File: src/hw/rtl/kpeq_pkg.sv
// Shared types and constants for the key press event qualifier.
package kpeq_pkg;

   // Configuration registers are 32 bits wide.
   localparam int CFG_W           = 32;
   localparam int CSR_INDEX_W     = 8;
   localparam int COUNT_WIDTH_DEF = 32;
   localparam int REQ_DATA_W      = 8;
   localparam int RSP_DATA_W      = 8;

   // Register indexes on the configuration port
   localparam logic [CSR_INDEX_W-1:0] REG_RELEASE_MODE = CSR_INDEX_W'(0);
   localparam logic [CSR_INDEX_W-1:0] REG_MIN_PRESS    = CSR_INDEX_W'(1);
   localparam logic [CSR_INDEX_W-1:0] REG_MAX_PRESS    = CSR_INDEX_W'(2);
   localparam logic [CSR_INDEX_W-1:0] REG_COOLDOWN     = CSR_INDEX_W'(3);

   // Word kinds on the request channel (carried in tuser)
   localparam logic OP_SAMPLE = 1'b0;
   localparam logic OP_TAKE   = 1'b1;

   // Effective settings after the inverted window override
   typedef struct packed {
      logic             rel;
      logic             fault;
      logic [CFG_W-1:0] min_press;
      logic [CFG_W-1:0] max_press;
      logic [CFG_W-1:0] cooldown;
   } kpeq_cfg_type;

   // Core status seen by the top level checks
   typedef struct packed {
      logic pending;
      logic cooldown_busy;
   } kpeq_status_type;

endpackage

File: src/hw/rtl/kpeq_csr.sv
// Configuration registers and the inverted window override.
module kpeq_csr
   import kpeq_pkg::*;
(
   input  logic                   clock,
   input  logic                   reset,
   input  logic                   csr_we,
   input  logic [CSR_INDEX_W-1:0] csr_index,
   input  logic [CFG_W-1:0]       csr_wdata,
   output kpeq_cfg_type           cfg
);

   logic             release_mode_ff;
   logic [CFG_W-1:0] min_press_ff;
   logic [CFG_W-1:0] max_press_ff;
   logic [CFG_W-1:0] cooldown_ff;
   logic             fault;

   always_ff @(posedge clock) begin
      if (reset) begin
         release_mode_ff <= 1'b0;
         min_press_ff    <= '0;
         max_press_ff    <= '0;
         cooldown_ff     <= '0;
      end else if (csr_we) begin
         case (csr_index)
            REG_RELEASE_MODE: release_mode_ff <= csr_wdata[0];
            REG_MIN_PRESS:    min_press_ff    <= csr_wdata;
            REG_MAX_PRESS:    max_press_ff    <= csr_wdata;
            REG_COOLDOWN:     cooldown_ff     <= csr_wdata;
            default: begin
            end
         endcase
      end
   end

   // Inverted window in release mode: fall back to press mode, zero minimum, no cooldown
   assign fault         = release_mode_ff && (max_press_ff < min_press_ff);
   assign cfg.fault     = fault;
   assign cfg.rel       = release_mode_ff && !fault;
   assign cfg.min_press = fault ? '0 : min_press_ff;
   assign cfg.max_press = max_press_ff;
   assign cfg.cooldown  = fault ? '0 : cooldown_ff;

endmodule

File: src/hw/rtl/kpeq_core.sv
// Press counter, cooldown counter and pending event flag.
module kpeq_core
   import kpeq_pkg::*;
#(
   parameter int COUNT_WIDTH = COUNT_WIDTH_DEF
) (
   input  logic            clock,
   input  logic            reset,
   input  logic            step_en,
   input  logic            step_op,
   input  logic            step_key,
   input  kpeq_cfg_type    cfg,
   output logic            event_out,
   output kpeq_status_type status
);

   localparam int CMP_W = (COUNT_WIDTH > CFG_W) ? COUNT_WIDTH : CFG_W;

   logic [COUNT_WIDTH-1:0] press_count_ff, press_count_in;
   logic [CFG_W-1:0]       cooldown_left_ff, cooldown_left_in;
   logic                   event_pending_ff, event_pending_in;

   logic [COUNT_WIDTH-1:0] count_inc;
   logic [CMP_W-1:0]       count_ext;
   logic [CMP_W-1:0]       count_inc_ext;
   logic [CMP_W-1:0]       min_ext;
   logic [CMP_W-1:0]       max_ext;

   // Saturate at all ones
   assign count_inc     = (&press_count_ff) ? press_count_ff
                                            : press_count_ff + COUNT_WIDTH'(1);
   assign count_ext     = CMP_W'(press_count_ff);
   assign count_inc_ext = CMP_W'(count_inc);
   assign min_ext       = CMP_W'(cfg.min_press);
   assign max_ext       = CMP_W'(cfg.max_press);

   always_comb begin
      press_count_in   = press_count_ff;
      cooldown_left_in = cooldown_left_ff;
      event_pending_in = event_pending_ff;
      event_out        = 1'b0;
      if (step_en) begin
         if (step_op == OP_TAKE) begin
            event_out        = event_pending_ff;
            event_pending_in = 1'b0;
         end else if (cooldown_left_ff != '0) begin
            // Cooldown runs down on released ticks only
            if (!step_key) begin
               cooldown_left_in = cooldown_left_ff - CFG_W'(1);
               press_count_in   = '0;
            end
         end else if (step_key) begin
            press_count_in = count_inc;
            if (!cfg.rel && (count_inc_ext >= min_ext)) begin
               event_pending_in = 1'b1;
               cooldown_left_in = cfg.cooldown;
               press_count_in   = '0;
            end
         end else begin
            if (cfg.rel && (count_ext >= min_ext) && (count_ext <= max_ext)) begin
               event_pending_in = 1'b1;
               cooldown_left_in = cfg.cooldown;
            end
            press_count_in = '0;
         end
      end
   end

   always_ff @(posedge clock) begin
      if (reset) begin
         press_count_ff   <= '0;
         cooldown_left_ff <= '0;
         event_pending_ff <= 1'b0;
      end else begin
         press_count_ff   <= press_count_in;
         cooldown_left_ff <= cooldown_left_in;
         event_pending_ff <= event_pending_in;
      end
   end

   assign status.pending       = event_pending_ff;
   assign status.cooldown_busy = (cooldown_left_ff != '0);

endmodule

File: src/hw/rtl/key_press_event_qualifier.sv
// Top level of the key press event qualifier: request register, core, response register.
// A word is held in the request register, then stepped through the core into the response register.
// One word per cycle unless responses stall; the press/cooldown update is one pass in kpeq_core.
// Response stalls propagate back through the request register; req_tready drops only when
// both the request register and the response register are full and rsp_tready is low.
// Reset (synchronous, active high) clears all counters, the pending event, the
// configuration registers and both valid flags.
module key_press_event_qualifier
   import kpeq_pkg::*;
#(
   parameter int COUNT_WIDTH = COUNT_WIDTH_DEF
) (
   input  logic                   clock,
   input  logic                   reset,
   // request channel
   input  logic                   req_tvalid,
   output logic                   req_tready,
   input  logic [REQ_DATA_W-1:0]  req_tdata,   // [0] key_pressed, [7:1] zero
   input  logic                   req_tuser,   // [0] op (0 sample, 1 take)
   // response channel
   output logic                   rsp_tvalid,
   input  logic                   rsp_tready,
   output logic [RSP_DATA_W-1:0]  rsp_tdata,   // [0] event_out, [1] config_fault, [7:2] zero
   // configuration write port
   input  logic                   csr_we,
   input  logic [CSR_INDEX_W-1:0] csr_index,
   input  logic [CFG_W-1:0]       csr_wdata
);

   kpeq_cfg_type    cfg;
   kpeq_status_type status;

   logic req_fire;
   logic out_free;
   logic adv;
   logic core_event;

   // Request register
   logic s1_valid_ff, s1_valid_in;
   logic s1_op_ff;
   logic s1_key_ff;

   // Response register
   logic rsp_valid_ff, rsp_valid_in;
   logic rsp_event_ff;
   logic rsp_fault_ff;

   // Response slot is free when empty or being drained this cycle
   assign out_free   = !rsp_valid_ff || rsp_tready;
   // Advance the request word into the core and response register
   assign adv        = s1_valid_ff && out_free;
   assign req_tready = !s1_valid_ff || out_free;
   assign req_fire   = req_tvalid && req_tready;

   always_comb begin
      s1_valid_in = s1_valid_ff;
      if (req_fire) begin
         s1_valid_in = 1'b1;
      end else if (adv) begin
         s1_valid_in = 1'b0;
      end
      rsp_valid_in = rsp_valid_ff;
      if (adv) begin
         rsp_valid_in = 1'b1;
      end else if (rsp_tready) begin
         rsp_valid_in = 1'b0;
      end
   end

   always_ff @(posedge clock) begin
      if (reset) begin
         s1_valid_ff  <= 1'b0;
         rsp_valid_ff <= 1'b0;
      end else begin
         s1_valid_ff  <= s1_valid_in;
         rsp_valid_ff <= rsp_valid_in;
      end
   end

   // Payload registers: hold until the next load
   always_ff @(posedge clock) begin
      if (req_fire) begin
         s1_op_ff  <= req_tuser;
         s1_key_ff <= req_tdata[0];
      end
      if (adv) begin
         rsp_event_ff <= core_event;
         rsp_fault_ff <= cfg.fault;
      end
   end

   kpeq_csr u_csr (
      .clock     (clock),
      .reset     (reset),
      .csr_we    (csr_we),
      .csr_index (csr_index),
      .csr_wdata (csr_wdata),
      .cfg       (cfg)
   );

   kpeq_core #(
      .COUNT_WIDTH (COUNT_WIDTH)
   ) u_core (
      .clock     (clock),
      .reset     (reset),
      .step_en   (adv),
      .step_op   (s1_op_ff),
      .step_key  (s1_key_ff),
      .cfg       (cfg),
      .event_out (core_event),
      .status    (status)
   );

   assign rsp_tvalid = rsp_valid_ff;
   assign rsp_tdata  = {{(RSP_DATA_W-2){1'b0}}, rsp_fault_ff, rsp_event_ff};

   // Checks

   a_reset_clears_rsp: assert property (@(posedge clock)
      reset |=> !rsp_valid_ff)
      else $error("response valid after reset");

   a_take_clears_pending: assert property (@(posedge clock) disable iff (reset)
      (adv && (s1_op_ff == OP_TAKE)) |=> !status.pending)
      else $error("pending event survived a take");

   a_cooldown_press_idle: assert property (@(posedge clock) disable iff (reset)
      (adv && (s1_op_ff == OP_SAMPLE) && s1_key_ff && status.cooldown_busy)
      |=> ($stable(status.pending) && status.cooldown_busy))
      else $error("pressed tick changed state during cooldown");

   a_request_held: assert property (@(posedge clock) disable iff (reset)
      (s1_valid_ff && !adv) |=> s1_valid_ff)
      else $error("request word dropped while stalled");

endmodule

File: config.mk
export PLATFORM = sky130hd
export DESIGN_NAME = key_press_event_qualifier
export DESIGN_NICKNAME = d
export VERILOG_FILES = /design/src/hw/rtl/kpeq_pkg.sv /design/src/hw/rtl/kpeq_csr.sv /design/src/hw/rtl/kpeq_core.sv /design/src/hw/rtl/key_press_event_qualifier.sv
export SDC_FILE = /design/constraint.sdc
export NUM_CORES = 1
export LEC_CHECK = 0
export CORE_MARGIN = 1
export CORE_UTILIZATION = 40
export DETAILED_ROUTE_END_ITERATION = 8
export DONT_BUFFER_PORTS = 1
export GPL_ROUTABILITY_DRIVEN = 0
export SYNTH_ARGS = -nofsm -noshare
export SYNTH_HDL_FRONTEND = slang
export SYNTH_SLANG_ARGS = --single-unit
File: constraint.sdc
create_clock -name clock -period 13.2 [get_ports clock]
set_input_delay 2.64 -clock clock [delete_from_list [all_inputs] [get_ports clock]]
set_output_delay 2.64 -clock clock [all_outputs]
set_load 0.02 [all_outputs]
* Yosys cells after proc, flatten, opt, wreduce, memory -nomap -nowiden
Index checks and enable logic that the tools add are counted.
Storage, ports and cells: register bits after elaboration 168, latch bits 0, memory bits (writable) 0, memory bits (read-only) 0, output and inout port bits 10, logic and storage cells 75, memories 0
Operators by class: add/subtract/negate cells 2, multiply operators 0, divide/modulo/power cells 0, order comparisons 4, equality and inequality tests 7, shift operators 0, multiplexer cells 21, bitwise logic cells 1, reductions and logical operators 27
Operators by type and width (count):
- $mux W32 | 12
- $ge A32 B32 Y1 | 2
- $add A32 B1 Y32 const B | 1
- $le A32 B32 Y1 | 1
- $lt A32 B32 Y1 | 1
- $reduce_and A32 Y1 | 1
- $reduce_bool A32 Y1 | 1
- $sub A32 B1 Y32 const B | 1
- $eq A8 B2 Y1 const B | 2
- $mux W1 | 9
- $eq A8 B1 Y1 const B | 1
- $logic_not A8 Y1 | 1
- $reduce_and A2 Y1 | 4
- $logic_and A1 B1 Y1 | 7
- $reduce_bool A3 Y1 | 2
- $reduce_and A5 Y1 | 1
- $logic_not A1 Y1 | 4
- $ne A2 B1 Y1 const B | 2
- $reduce_and A4 Y1 | 1
- $reduce_bool A2 Y1 | 2
- $ne A3 B2 Y1 const B | 1
- $reduce_and A3 Y1 | 1
- $logic_or A1 B1 Y1 | 2
- $ne A2 B2 Y1 const B | 1
- $not A1 Y1 | 1

* Depth between registers and ports, before layout
Gate-level depths: netlist of the first run.
depth after elaboration 10, depth in mapped cells 22

* Cells and area by module
Synthesis of the first run repeated with hierarchy kept, for this count alone.
Unflattened totals: cells, all modules 1448, area, all modules 11128.2 um2
By module, submodules not included:
- kpeq_core | instances 1, cells each 812, area each 6257.3 um2, seq. area each 1301.2 um2
- kpeq_csr | instances 1, cells each 613, area each 4583.1 um2, seq. area each 1941.9 um2
- key_press_event_qualifier | instances 1, cells each 23, area each 287.8 um2, seq. area each 160.2 um2

* Worst setup path after synthesis of the first run
No wires, ideal clock.
kind input-to-output, start point input rsp_tready, end point output req_tready, arrival 2992 ps, data required time 10560 ps, setup slack 7568 ps, stages on the path 2, path buffers 0, cells stage by stage nor2b_1 nand2_1
Between the ends: word-level cells in the longest chain between the ends 2
Ends and longest elaborated chain:
- from (decl) | line key_press_event_qualifier.sv:22 | input logic rsp_tready,
- $logic_or A1 B1 Y1 | line key_press_event_qualifier.sv:49 | assign out_free = !rsp_valid_ff || rsp_tready;
- $logic_or A1 B1 Y1 | line key_press_event_qualifier.sv:52 | assign req_tready = !s1_valid_ff || out_free;
- to (decl) | line key_press_event_qualifier.sv:17 | output logic req_tready,
Every way passes these cells.

* Worst setup path after layout of the first run
start point register u_csr.min_press_ff[30], end point register u_core.cooldown_left_ff[9]
Between the ends: word-level cells in the longest chain between the ends 8, elaborated cells on any way between the ends 19, classes of those cells 3 x order compare; 1 x eq/ne; 6 x mux; 9 x reduce/logical
Ends and longest elaborated chain:
- from (decl) | line kpeq_csr.sv:14 | logic [CFG_W-1:0] min_press_ff;
- from (signal assigned) | line kpeq_csr.sv:28 | REG_MIN_PRESS: min_press_ff <= csr_wdata;
- $lt A32 B32 Y1 | line kpeq_csr.sv:38 | assign fault = release_mode_ff && (max_press_ff < min_press_ff);
- $logic_and A1 B1 Y1 | line kpeq_csr.sv:38
- $mux W32 or $logic_not A1 Y1 (tied branches) | line kpeq_csr.sv:41, kpeq_csr.sv:40
- $ge A32 B32 Y1 or $logic_and A1 B1 Y1 (tied branches) | line kpeq_core.sv:60, kpeq_csr.sv:40
- $logic_and A1 B1 Y1 or $logic_not A1 Y1 (tied branches) | line kpeq_core.sv:60, kpeq_core.sv:54
- $logic_and A1 B1 Y1 (on tied branches) | line kpeq_core.sv:60, kpeq_core.sv:54
- $reduce_bool A3 Y1 (no line) or $ne A2 B1 Y1 (tied branches)
- $reduce_and A5 Y1 (no line)
- to (signal assigned) | line kpeq_core.sv:76 | cooldown_left_ff <= cooldown_left_in;
- to (decl) | line kpeq_core.sv:20 | logic [CFG_W-1:0] cooldown_left_ff, cooldown_left_in;
Parallel ways exist; a longest one is shown, timed or not. The select of a mux whose other input is x is not followed. A chain may end at the register's enable or synchronous reset.

==> metrics.txt, run 1 <==
status finished clean; Final Core Density a little over two fifths; Yosys top cell by area dfxtp_1; CP Data Required Time roughly 14 ns; Top Ports 64; area delta synth->final 6.948%; HPWL Detailed around 23000 um; via count 10161; Final Setup Violations 0; H-tree level count 4; RSZ-0062 raised after global routing false; Routed Antenna Nets 0; Tcrit/Tclk final between 50% and 60%; Root Driver clkbuf_16; setup TNS 0 ns; first-pass GRT wire length ~52000 um; clk buf depth 2; Most used DFF post-synth dfxtp_1; initial antenna violation count 0; number of buffers added on ports 0; CTS buffer count 17; Worst Skew about 0.016 ns; num rows 60; 1st-iter DRT viols approximately 650; Final Hold Vio Count 0; vias in the first global route around 9500; Hold Path Class reg2reg; Critical Path Start Type flop; Worst-Margin Slew between 1 and 1.5 ns; Async S/R FF share, synth 0%; Nets around 1600; drt wl/cell 18.73 um; Remaining DRCs 0; sequential share of the synthesized area 31.19%; Tmin final approximately 7 ns; YS warnings 0; CTS tree yes; top-area cell type share of the netlist area 30.08%; Post-synth EDFFs 4; post-CTS setup buffers 0; max-cap viol count 0; flop and latch count out of synthesis 168; # diodes 0; CP endpoint kind flop; most common cell after layout, fill and taps aside nand2_1; Worst VDD drop ~0.25 mV; hold buffers post-CTS 0; highest clock rate around 140 MHz; Static Leakage about 0.0046 uW; Crit path arrival time 7.54 ns; Initial Util 40.61%; Slew headroom between 10% and 20%; kind of critical path reg2reg; width of the die about 170 um; Mean Syn Cell Area about 7.6 sq um; Synth area leaders dfxtp_1 (30%), ha_1 (15%), nand2_1 (11%); GRT Total Usage a little under a quarter; core area roughly 27000 sq um; Final Max Slew Viols 0; worst skew pair latency approximately 0.44 ns; Synth Cell Area about 11000 sq um; post-cts repair resize count 0; largest net degree at the start of global routing roughly 170; Die ar. between 20000 and 30000 sq um; post-DR vias/cell just under 6; drt pass-1 iters 8; gr ovfl total 0; Reg clk slew, reported paths roughly 0.070 ns; DRT Wirelength 32660 um; clock sinks approximately 170; Die Ht between 150 and 200 um; cell count after synthesis roughly 1400; unique cell type count in the Yosys netlist 66; most frequent cells in the layout nand2_1 (309), a21oi_1 (167), dfxtp_1 (164); crit path max fanout 46; Cell Pwr Density 172.9 nW/um^2; proportion of layout cells with a drive suffix above 1 about 4.3%
## metal layers
metal  vias to the layer above  GRT usage, %  wire (um)
li1                       5033             -          -
met1                      4816         32.89      15540
met2                       280         36.98      14600
met3                        32         5.058       1956
met4                         0         5.744        558
met5                         -             0          0
## flip-flops by register name (all words and copies together) (netlist names)
name / cells
rsp_event_ff: 1
rsp_fault_ff: 1
rsp_tvalid: 1
s1_key_ff: 1
s1_op_ff: 1
s1_valid_ff: 1
u_core.cooldown_left_ff: 32
u_core.count_ext: 32
u_core.event_pending_ff: 1
u_csr.cooldown_ff: 32
u_csr.max_press_ff: 32
u_csr.min_press_ff: 32
u_csr.release_mode_ff: 1
## critical path: stages (launching register included)
cell,delay (ns)
dfxtp_1,0.37
inv_1,0.06
ha_1,0.30
nand4_1,0.16
nor4_1,0.65
nand2_1,0.24
a31oi_1,0.43
or2_2,0.50
buf_4,0.54
nand2_1,0.16
ha_1,0.32
nand2_1,0.05
o21ai_0,0.18
a41oi_1,0.16
o21ai_0,0.40
a211oi_1,0.24
o21ai_2,0.81
buf_4,0.43
nand3_1,0.55
o221a_2,0.49
## synth_stat cells (8+ instances only)
library cell / count
a2111oi_0: 16
a211oi_1: 22
a21o_1: 27
a21oi_1: 167
a31oi_1: 37
a32oi_1: 12
and2_1: 9
and3_1: 12
buf_4: 8
clkbuf_1: 65
dfxtp_1: 164
ha_1: 130
inv_1: 77
nand2_1: 309
nand2b_1: 18
nand3_1: 35
nand4_1: 26
nor2_1: 77
nor3_1: 22
nor4_1: 22
o21ai_0: 29
xnor2_1: 18
## cells by family (layout without fill, tap and decap cells)
family          after synthesis  count (layout)  share of synthesized area (%)
simple gates                566             566                          23.41
compound gates              378             378                          21.97
flops                       168             168                          31.19
buf+inv                     160             123                          5.824
fa+ha+maj                   130             130                          14.90
xor+xnor                     25              25                          2.006
mux                           7               7                         0.6650
other cells                   1               6                        0.03436
## report_power, final
group / total, uW / internal [uW] / switching, uW / leakage (uW)
clock network: 476 / 255 / 221 / 0.000258
registers: 566 / 536 / 30.0 / 0.00136
logic: 975 / 327 / 648 / 0.00293
total: 2020 / 1120 / 899 / 0.00455
## through the flow
stage / instances / total power (uW) / hold WS, ns / instance area, sq um / setup WS [ns]
6_report: 1744 / 2018 / 0.4580 / 11670 / 6.002
5_1_grt: 1744 / 2147 / 0.4799 / 11670 / 5.656
4_1_cts: 1744 / 2007 / 0.4558 / 11670 / 6.233
3_5_place_dp: 1713 / 1529 / 0.4463 / 11130 / 6.233
3_3_place_gp: 1713 / 1523 / 0.4426 / 11130 / 6.189
2_1_floorplan: 1440 / 1320 / 0.4365 / 10930 / 7.568
## final timing paths
check,slack (ns),endpoint,start,cells after the start
setup / recovery,6.00,u_core.cooldown_left_ff[9],u_csr.min_press_ff[30],19
hold / removal,0.46,u_csr.cooldown_ff[11],u_csr.cooldown_ff[11],2
setup reg to reg,6.00,u_core.cooldown_left_ff[9],u_csr.min_press_ff[30],19
hold reg to reg,0.46,u_csr.cooldown_ff[11],u_csr.cooldown_ff[11],2
## area by class of cell
cell class | count | area [sq um]
Timing Repair Buffer | 14 | 105.1
Tap cell | 341 | 426.7
Inverter | 78 | 292.8
Fill cell | 2740 | 15200
Sequential cell | 168 | 3403
Clock buffer | 21 | 470.5
Clock inverter | 10 | 70.07
Multi-Input combinational cell | 1112 | 6903
(Power assumes the default switching activity.)
==> run 2, diff against run 1 <==
- ABC_AREA: not set -> 1
- clock period: 13.2 -> 7.2 ns (I/O delays scaled with it)
==> run 2 against run 1 <==
Via count is 4.9% higher. First-iteration DRC count is 36% higher. Clock skew is 0.0030 ns lower. Combinational power is 49% lower. Clock power is 85% higher. Register-to-register slack worse by 4.1 ns. Power is 16% higher. Final area is 4.7% higher. Largest power group is now registers.
==> metrics.txt, run 2 <==
post-CTS setup buffers 0 (unchanged); Final Setup Violations 0 (unchanged); YS warnings 0 (unchanged); setup TNS 0 ns (unchanged); Root Driver clkbuf_16; post-cts repair resize count 0 (unchanged); Post-synth EDFFs 4 (unchanged); Cell Pwr Density 191.9 nW/um^2 (+11%); first-pass GRT wire length 51180 um (-2.2%); drt wl/cell 15.36 um (-18%); hold buffers post-CTS 0 (unchanged); Reg clk slew, reported paths 0.07 ns (about the same); num rows 61 (+1.7%); via count 10661 (+4.9%); Async S/R FF share, synth 0% (unchanged); Die ar. 29250 sq um (+4.7%); Worst-Margin Slew 1.223 ns (-0.06875 ns); post-DR vias/cell 5.211 (-11%); CP endpoint kind flop; switch share 32.56% (-12 points); most frequent cells in the layout nand2_1 (396), a21oi_1 (217), inv_1 (195); Nets 1839 (+17%); worst skew pair latency 0.44 ns (about the same); Top Ports 64 (unchanged); Static Leakage 0.005546 uW (+22%); core area 27930 sq um (+3.9%); CTS buffer count 17 (unchanged); hold wc startpoint u_core.cooldown_left_ff[30]; Crit path arrival time 5.64 ns (-1.90 ns); Synth Cell Area 11430 sq um (+4.7%); Worst path slowest cell nand3_2; max-cap viol count 0 (unchanged); slowest stage delay, CP 0.69 ns (-0.12 ns); 1st-iter DRT viols 880 (+36%); flop2flop setup slack 1.93 ns (-4.07 ns); Worst Skew 0.01308 ns (-0.003042 ns); highest clock rate 189.7 MHz (+37%); Routed Antenna Nets 0 (unchanged); unique cell type count in the Yosys netlist 38 (-42%); Final Hold Vio Count 0 (unchanged); CP Cell Sequence inv_1 > ha_1 > a21oi_1 > o21ai_0 > nand2_1 > a21oi_1 > nor2_1 > nand3_2 > buf_4 > nand2_1 > ha_1 > nand2_1 > inv_1 > nor2_1 > o21ai_0 > a21oi_1 > nand2_1 > nand2_1 > nand3_1 > nand2_1 > nand2_1 > nor2_4 > nand2_1 > a21oi_1; Crit Reg-Reg Endpoint u_core.count_ext[21]; Tcrit/Tclk final 73.20% (+19 points); CTS tree yes; area delta synth->final 6.953% (about the same); cells on worst reg2reg path 24 (+5); sw power 763.7 uW (-15%); vias in the first global route 9859 (+3.5%); clock sinks 168 (unchanged); status finished clean; Remaining DRCs 0 (unchanged); Tmin final 5.271 ns (-1.927 ns); Mean Syn Cell Area 6.734 sq um (-11%); most common cell in the netlist nand2_1; hold depth 2 (unchanged); kind of critical path reg2reg; DRT Wirelength 31430 um (-3.8%); Critical R2R Launch u_csr.min_press_ff[17]; RSZ-0062 raised after global routing false; Hold EP u_core.cooldown_left_ff[30]; top-area cell type share of the netlist area 28.73% (-1.4 points); cell count after synthesis 1697 (+18%); number of buffers added on ports 0 (unchanged); Worst VDD drop 0.1514 mV (-39%); width of the die 171.0 um (+2.3%); sequential share of the synthesized area 29.78% (-1.4 points); Synth area leaders dfxtp_1 (29%), ha_1 (14%), nand2_1 (13%); HPWL Detailed 23490 um (+1.3%); Yosys top cell by area dfxtp_1; proportion of layout cells with a drive suffix above 1 3.897% (-0.38 points); Most used DFF post-synth dfxtp_1; largest net degree at the start of global routing 68 (-59%); Critical Path Start Type flop; # diodes 0 (unchanged); Seq pwr share 41.3% (+13 points); H-tree level count 4 (unchanged); Comb power frac 21.2% (-27 points); Initial Util 40.91% (+0.30 points); gr ovfl total 0 (unchanged); DP Cell Count 2014 (+18%); flop and latch count out of synthesis 168 (unchanged); Commonest cells post-synth nand2_1 (396), a21oi_1 (217), inv_1 (196), dfxtp_1 (164), nor2_1 (153); Hold Path Class reg2reg; CP Data Required Time 7.57 ns (-5.97 ns); Clock Power Share 37.6% (+14 points); GRT Total Usage 22.18% (-1.4 points); Die Ht 171.0 um (+2.3%); crit path max fanout 33 (-28%); most frequent CP cell nand2_1; most common cell after layout, fill and taps aside nand2_1; Final Core Density 43.75% (+0.33 points); Pint 1582 uW (+41%); drt pass-1 iters 5 (-3); non-filler cells, final 2046 (+17%); initial antenna violation count 0 (unchanged); Slew headroom 17.74% (+4.3 points); clk buf depth 2 (unchanged); Final Max Slew Viols 0 (unchanged)
==> run 2: cell types whose count changed in the layout (fill, tap and decap cells not counted), sizes merged, moves of 23 or more <==
cell   previous run  this run
inv              80       201
o21ai            32       127
nand2           309       397
nor2             77       165
a21oi           167       218
nand3            35        64
a21o             27         3
xor2              7        30
==> run 2: kinds of logic after synthesis <==
kind of cell / Yosys count / share of synthesized area [%]
muxes: 1 / 0.08760
other: 1 / 0.03282
AOI/OAI and AO/OA: 373 / 16.96
DFF: 168 / 29.78
xor gates and xnor gates: 44 / 3.372
and+or+nand+nor: 706 / 25.99
adders and majority gates: 130 / 14.23
buffers and inverters: 274 / 9.537
==> run 2: metrics by stage <==
stage / total power [uW] / hold WS [ns] / setup WS (ns) / cell area [sq um]
floorplan: 1361 / 0.4367 / 3.377 / 11450
global placement: 1468 / 0.4682 / 2.040 / 11670
global route: 2457 / 0.5079 / 1.432 / 12220
detailed placement: 1471 / 0.4764 / 2.019 / 11670
finish: 2345 / 0.4963 / 1.929 / 12220
CTS: 2353 / 0.4926 / 1.986 / 12220
==> run 2: worst max-delay path by stage <==
stage                                 end  slack, ns  cells after the start                   start
2_1_floorplan  u_core.cooldown_left_ff[0]       3.38                     25  u_csr.min_press_ff[23]
3_3_place_gp          u_core.count_ext[0]       2.04                     24  u_csr.min_press_ff[27]
3_5_place_dp          u_core.count_ext[0]       2.02                     24  u_csr.min_press_ff[27]
4_1_cts               u_core.count_ext[0]       1.99                     24  u_csr.min_press_ff[27]
5_1_grt              u_core.count_ext[22]       1.43                     24  u_csr.min_press_ff[27]
6_report             u_core.count_ext[21]       1.93                     24  u_csr.min_press_ff[17]
==> run 2: layout make-up <==
class | instances | area [sq um]
well taps | 378 | 473.0
multi-input cells | 1260 | 6975
flip-flops and latches | 168 | 3403
clock buffers | 24 | 491.7
fillers | 2959 | 15710
repair buffers | 9 | 67.56
inverters | 199 | 747.0
clock inverters | 8 | 63.81
==> run 2: power by group through the flow <==
| stage | registers, uW | logic, uW | clock network, uW |
|---|---|---|---|
| after floorplan | 983 | 379 | 0 |
| after global placement | 989 | 479 | 0 |
| after detailed placement | 989 | 483 | 0 |
| after CTS | 967 | 485 | 900 |
| after global routing | 970 | 559 | 928 |
| final | 968 | 496 | 882 |
==> run 2: worst max-delay path, delay by kind of cell (launching register included) <==
family | cells | cell delay, ns
adders and majority gates | 2 | 0.56
and+or+nand+nor | 13 | 2.80
buffers and inverters | 3 | 0.61
DFF | 1 | 0.36
AOI/OAI and AO/OA | 6 | 0.82
==> run 2: per-layer routing <==
metal	wire length [um]	track usage [%]
met5	0	0
met4	486	6.095
met3	1482	3.840
met2	13410	34.41
met1	16050	31.32
==> run 3, diff against run 2 <==
- ABC_AREA: 1 -> 0
- clock period: 7.2 -> 5.11 ns (I/O delays scaled with it)
==> run 3 against run 2 <==
Clock skew is 0.0021 ns lower. Fmax is 11% higher. Sequential power is 51% higher. Routed wire length is 4.5% higher. Combinational power grew to 5.3 times the previous value. Largest cell class unchanged.
==> metrics.txt, run 3 (same netlist as run 1, synthesis figures left out) <==
Pint 3092 uW (+95%); flop2flop setup slack 0.35 ns (-1.58 ns); DRT Wirelength 32830 um (+4.5%); Clock Power Share 25.6% (-12 points); Hold EP u_csr.cooldown_ff[2]; drt wl/cell 18.54 um (+21%); Seq pwr share 26.8% (-14 points); core area 26880 sq um (-3.8%); CTS buffer count 17 (unchanged); Hold Path Class reg2reg; CP Data Required Time 5.45 ns (-2.12 ns); width of the die 167.2 um (-2.2%); H-tree level count 4 (unchanged); sw power 2380 uW (+210%); drt pass-1 iters 7 (+2); 1st-iter DRT viols 782 (-11%); Critical R2R Launch u_csr.min_press_ff[30]; Static Leakage 0.004755 uW (-14%); Worst VDD drop 0.7879 mV (+420%); kind of critical path reg2reg; Critical Path Start Type flop; HPWL Detailed 23490 um (about the same); Final Setup Violations 0 (unchanged); gr ovfl total 0 (unchanged); Tmin final 4.757 ns (-0.5132 ns); Cell Pwr Density 454.1 nW/um^2 (+140%); post-route cell area 12050 sq um (-1.4%); initial antenna violation count 0 (unchanged); Initial Util 40.61% (-0.30 points); Final Max Slew Viols 0 (unchanged); Nets 1601 (-13%); Routed Antenna Nets 0 (unchanged); Root Driver clkbuf_16; proportion of layout cells with a drive suffix above 1 6.573% (+2.7 points); max-cap viol count 0 (unchanged); vias in the first global route 9784 (-0.76%); highest clock rate 210.2 MHz (+11%); num rows 60 (-1.6%); fillcell total 2705 (-8.6%); Tcrit/Tclk final 93.10% (+20 points); Crit Reg-Reg Endpoint u_core.cooldown_left_ff[21]; Final Hold Vio Count 0 (unchanged); clock sinks 168 (unchanged); multi-input logic area 6953 sq um (-0.32%); GRT Total Usage 23.70% (+1.5 points); Die Ht 167.2 um (-2.2%); storage element area 3403 sq um (unchanged); CTS tree yes; hold depth 2 (unchanged); via count 10255 (-3.8%); post-CTS setup buffers 0 (unchanged); Remaining DRCs 0 (unchanged); switch share 43.49% (+11 points); Worst-Margin Slew 0.9041 ns (-0.3185 ns); crit path max fanout 19 (-42%); first-pass GRT wire length 52620 um (+2.8%); # diodes 0 (unchanged); worst hold slack 0.4576 ns (-0.03865 ns); most common cell after layout, fill and taps aside nand2_1; cells on worst reg2reg path 21 (-13%); Reg clk slew, reported paths 0.07 ns (about the same); Worst Skew 0.01102 ns (-0.002056 ns); clk buf depth 2 (unchanged); CP endpoint kind flop; Crit path arrival time 5.09 ns (-0.55 ns); worst skew pair latency 0.44 ns (about the same); area delta synth->final 10.41%; post-DR vias/cell 5.791 (+11%); Final Core Density 44.83% (+1.1 points); hold wc startpoint u_csr.cooldown_ff[2]; number of buffers added on ports 0 (unchanged); Die ar. 27950 sq um (-4.4%); largest net degree at the start of global routing 165 (+140%); status finished clean; Area after DPL 11380 sq um (-2.5%); Comb power frac 47.6% (+26 points); most frequent cells in the layout nand2_1 (309), a21oi_1 (167), dfxtp_1 (164); Slew headroom 39.17% (+21 points); Top Ports 64 (unchanged)
==> run 3: worst max-delay path by stage <==
stage                                       from                           to  slack, ns
after floorplan           u_csr.min_press_ff[30]         u_core.count_ext[10]       0.33
after global routing      u_csr.min_press_ff[30]  u_core.cooldown_left_ff[21]      -0.02
after detailed placement  u_csr.min_press_ff[30]   u_core.cooldown_left_ff[8]       0.02
final                     u_csr.min_press_ff[30]  u_core.cooldown_left_ff[21]       0.35
after CTS                 u_csr.min_press_ff[30]  u_core.cooldown_left_ff[16]       0.07
after global placement    u_csr.min_press_ff[30]   u_core.cooldown_left_ff[8]       0.06
==> run 3: cell type report <==
type | count | area share, %
well taps | 341 | 3.541
multi-input cells | 1112 | 57.70
clock buffers | 18 | 3.645
inverters | 78 | 2.430
clock inverters | 14 | 1.526
repair buffers | 40 | 2.908
flip-flops and latches | 168 | 28.24
==> run 3: through the flow <==
| step | setup WS [ns] | TNS [ns] | total power [uW] | cells |
|---|---|---|---|---|
| CTS | 0.07189 | 0 | 5445 | 1771 |
| detailed placement | 0.01546 | 0 | 4039 | 1739 |
| global placement | 0.05648 | 0 | 4031 | 1739 |
| global route | -0.01643 | -0.05116 | 5812 | 1771 |
| finish | 0.3526 | 0 | 5472 | 1771 |
| floorplan | 0.3269 | 0 | 3410 | 1440 |
==> run 3: critical path, cell delays in order, from the launching register on <==
cell      delay [ns]
dfxtp_1         0.36
inv_1           0.05
ha_1            0.31
nand4_1         0.18
nor4_2          0.31
buf_4           0.16
nand2_1         0.11
a31oi_2         0.26
or2_4           0.22
buf_12          0.16
nand2_1         0.10
ha_1            0.30
nand4_1         0.21
a211oi_1        0.32
o31a_1          0.25
o221ai_2        0.15
buf_4           0.17
o21ai_1         0.21
buf_12          0.20
nand3_1         0.11
buf_4           0.20
o32ai_1         0.29
==> run 3: repair_timing <==
item	in CTS	in global routing
hold endpoints to repair	0	0
pin swaps	0	1
hold buffers	0	0
endpoints found under the setup margin	7	63
resized for setup	1	12
==> run 3: power by group through the flow <==
stage,Clock (uW),Sequential [uW],Combinational (uW)
CTS,1420,1460,2570
global placement,0,1490,2540
global route,1470,1470,2870
finish,1400,1460,2610
detailed placement,0,1490,2550
floorplan,0,1470,1940
==> run 3: layer usage <==
layer	part of all wire, %	GRT usage (%)
met5	0	0
met3	5.2	3.616
met2	46	38.88
met4	1.9	6.462
met1	47	32.30
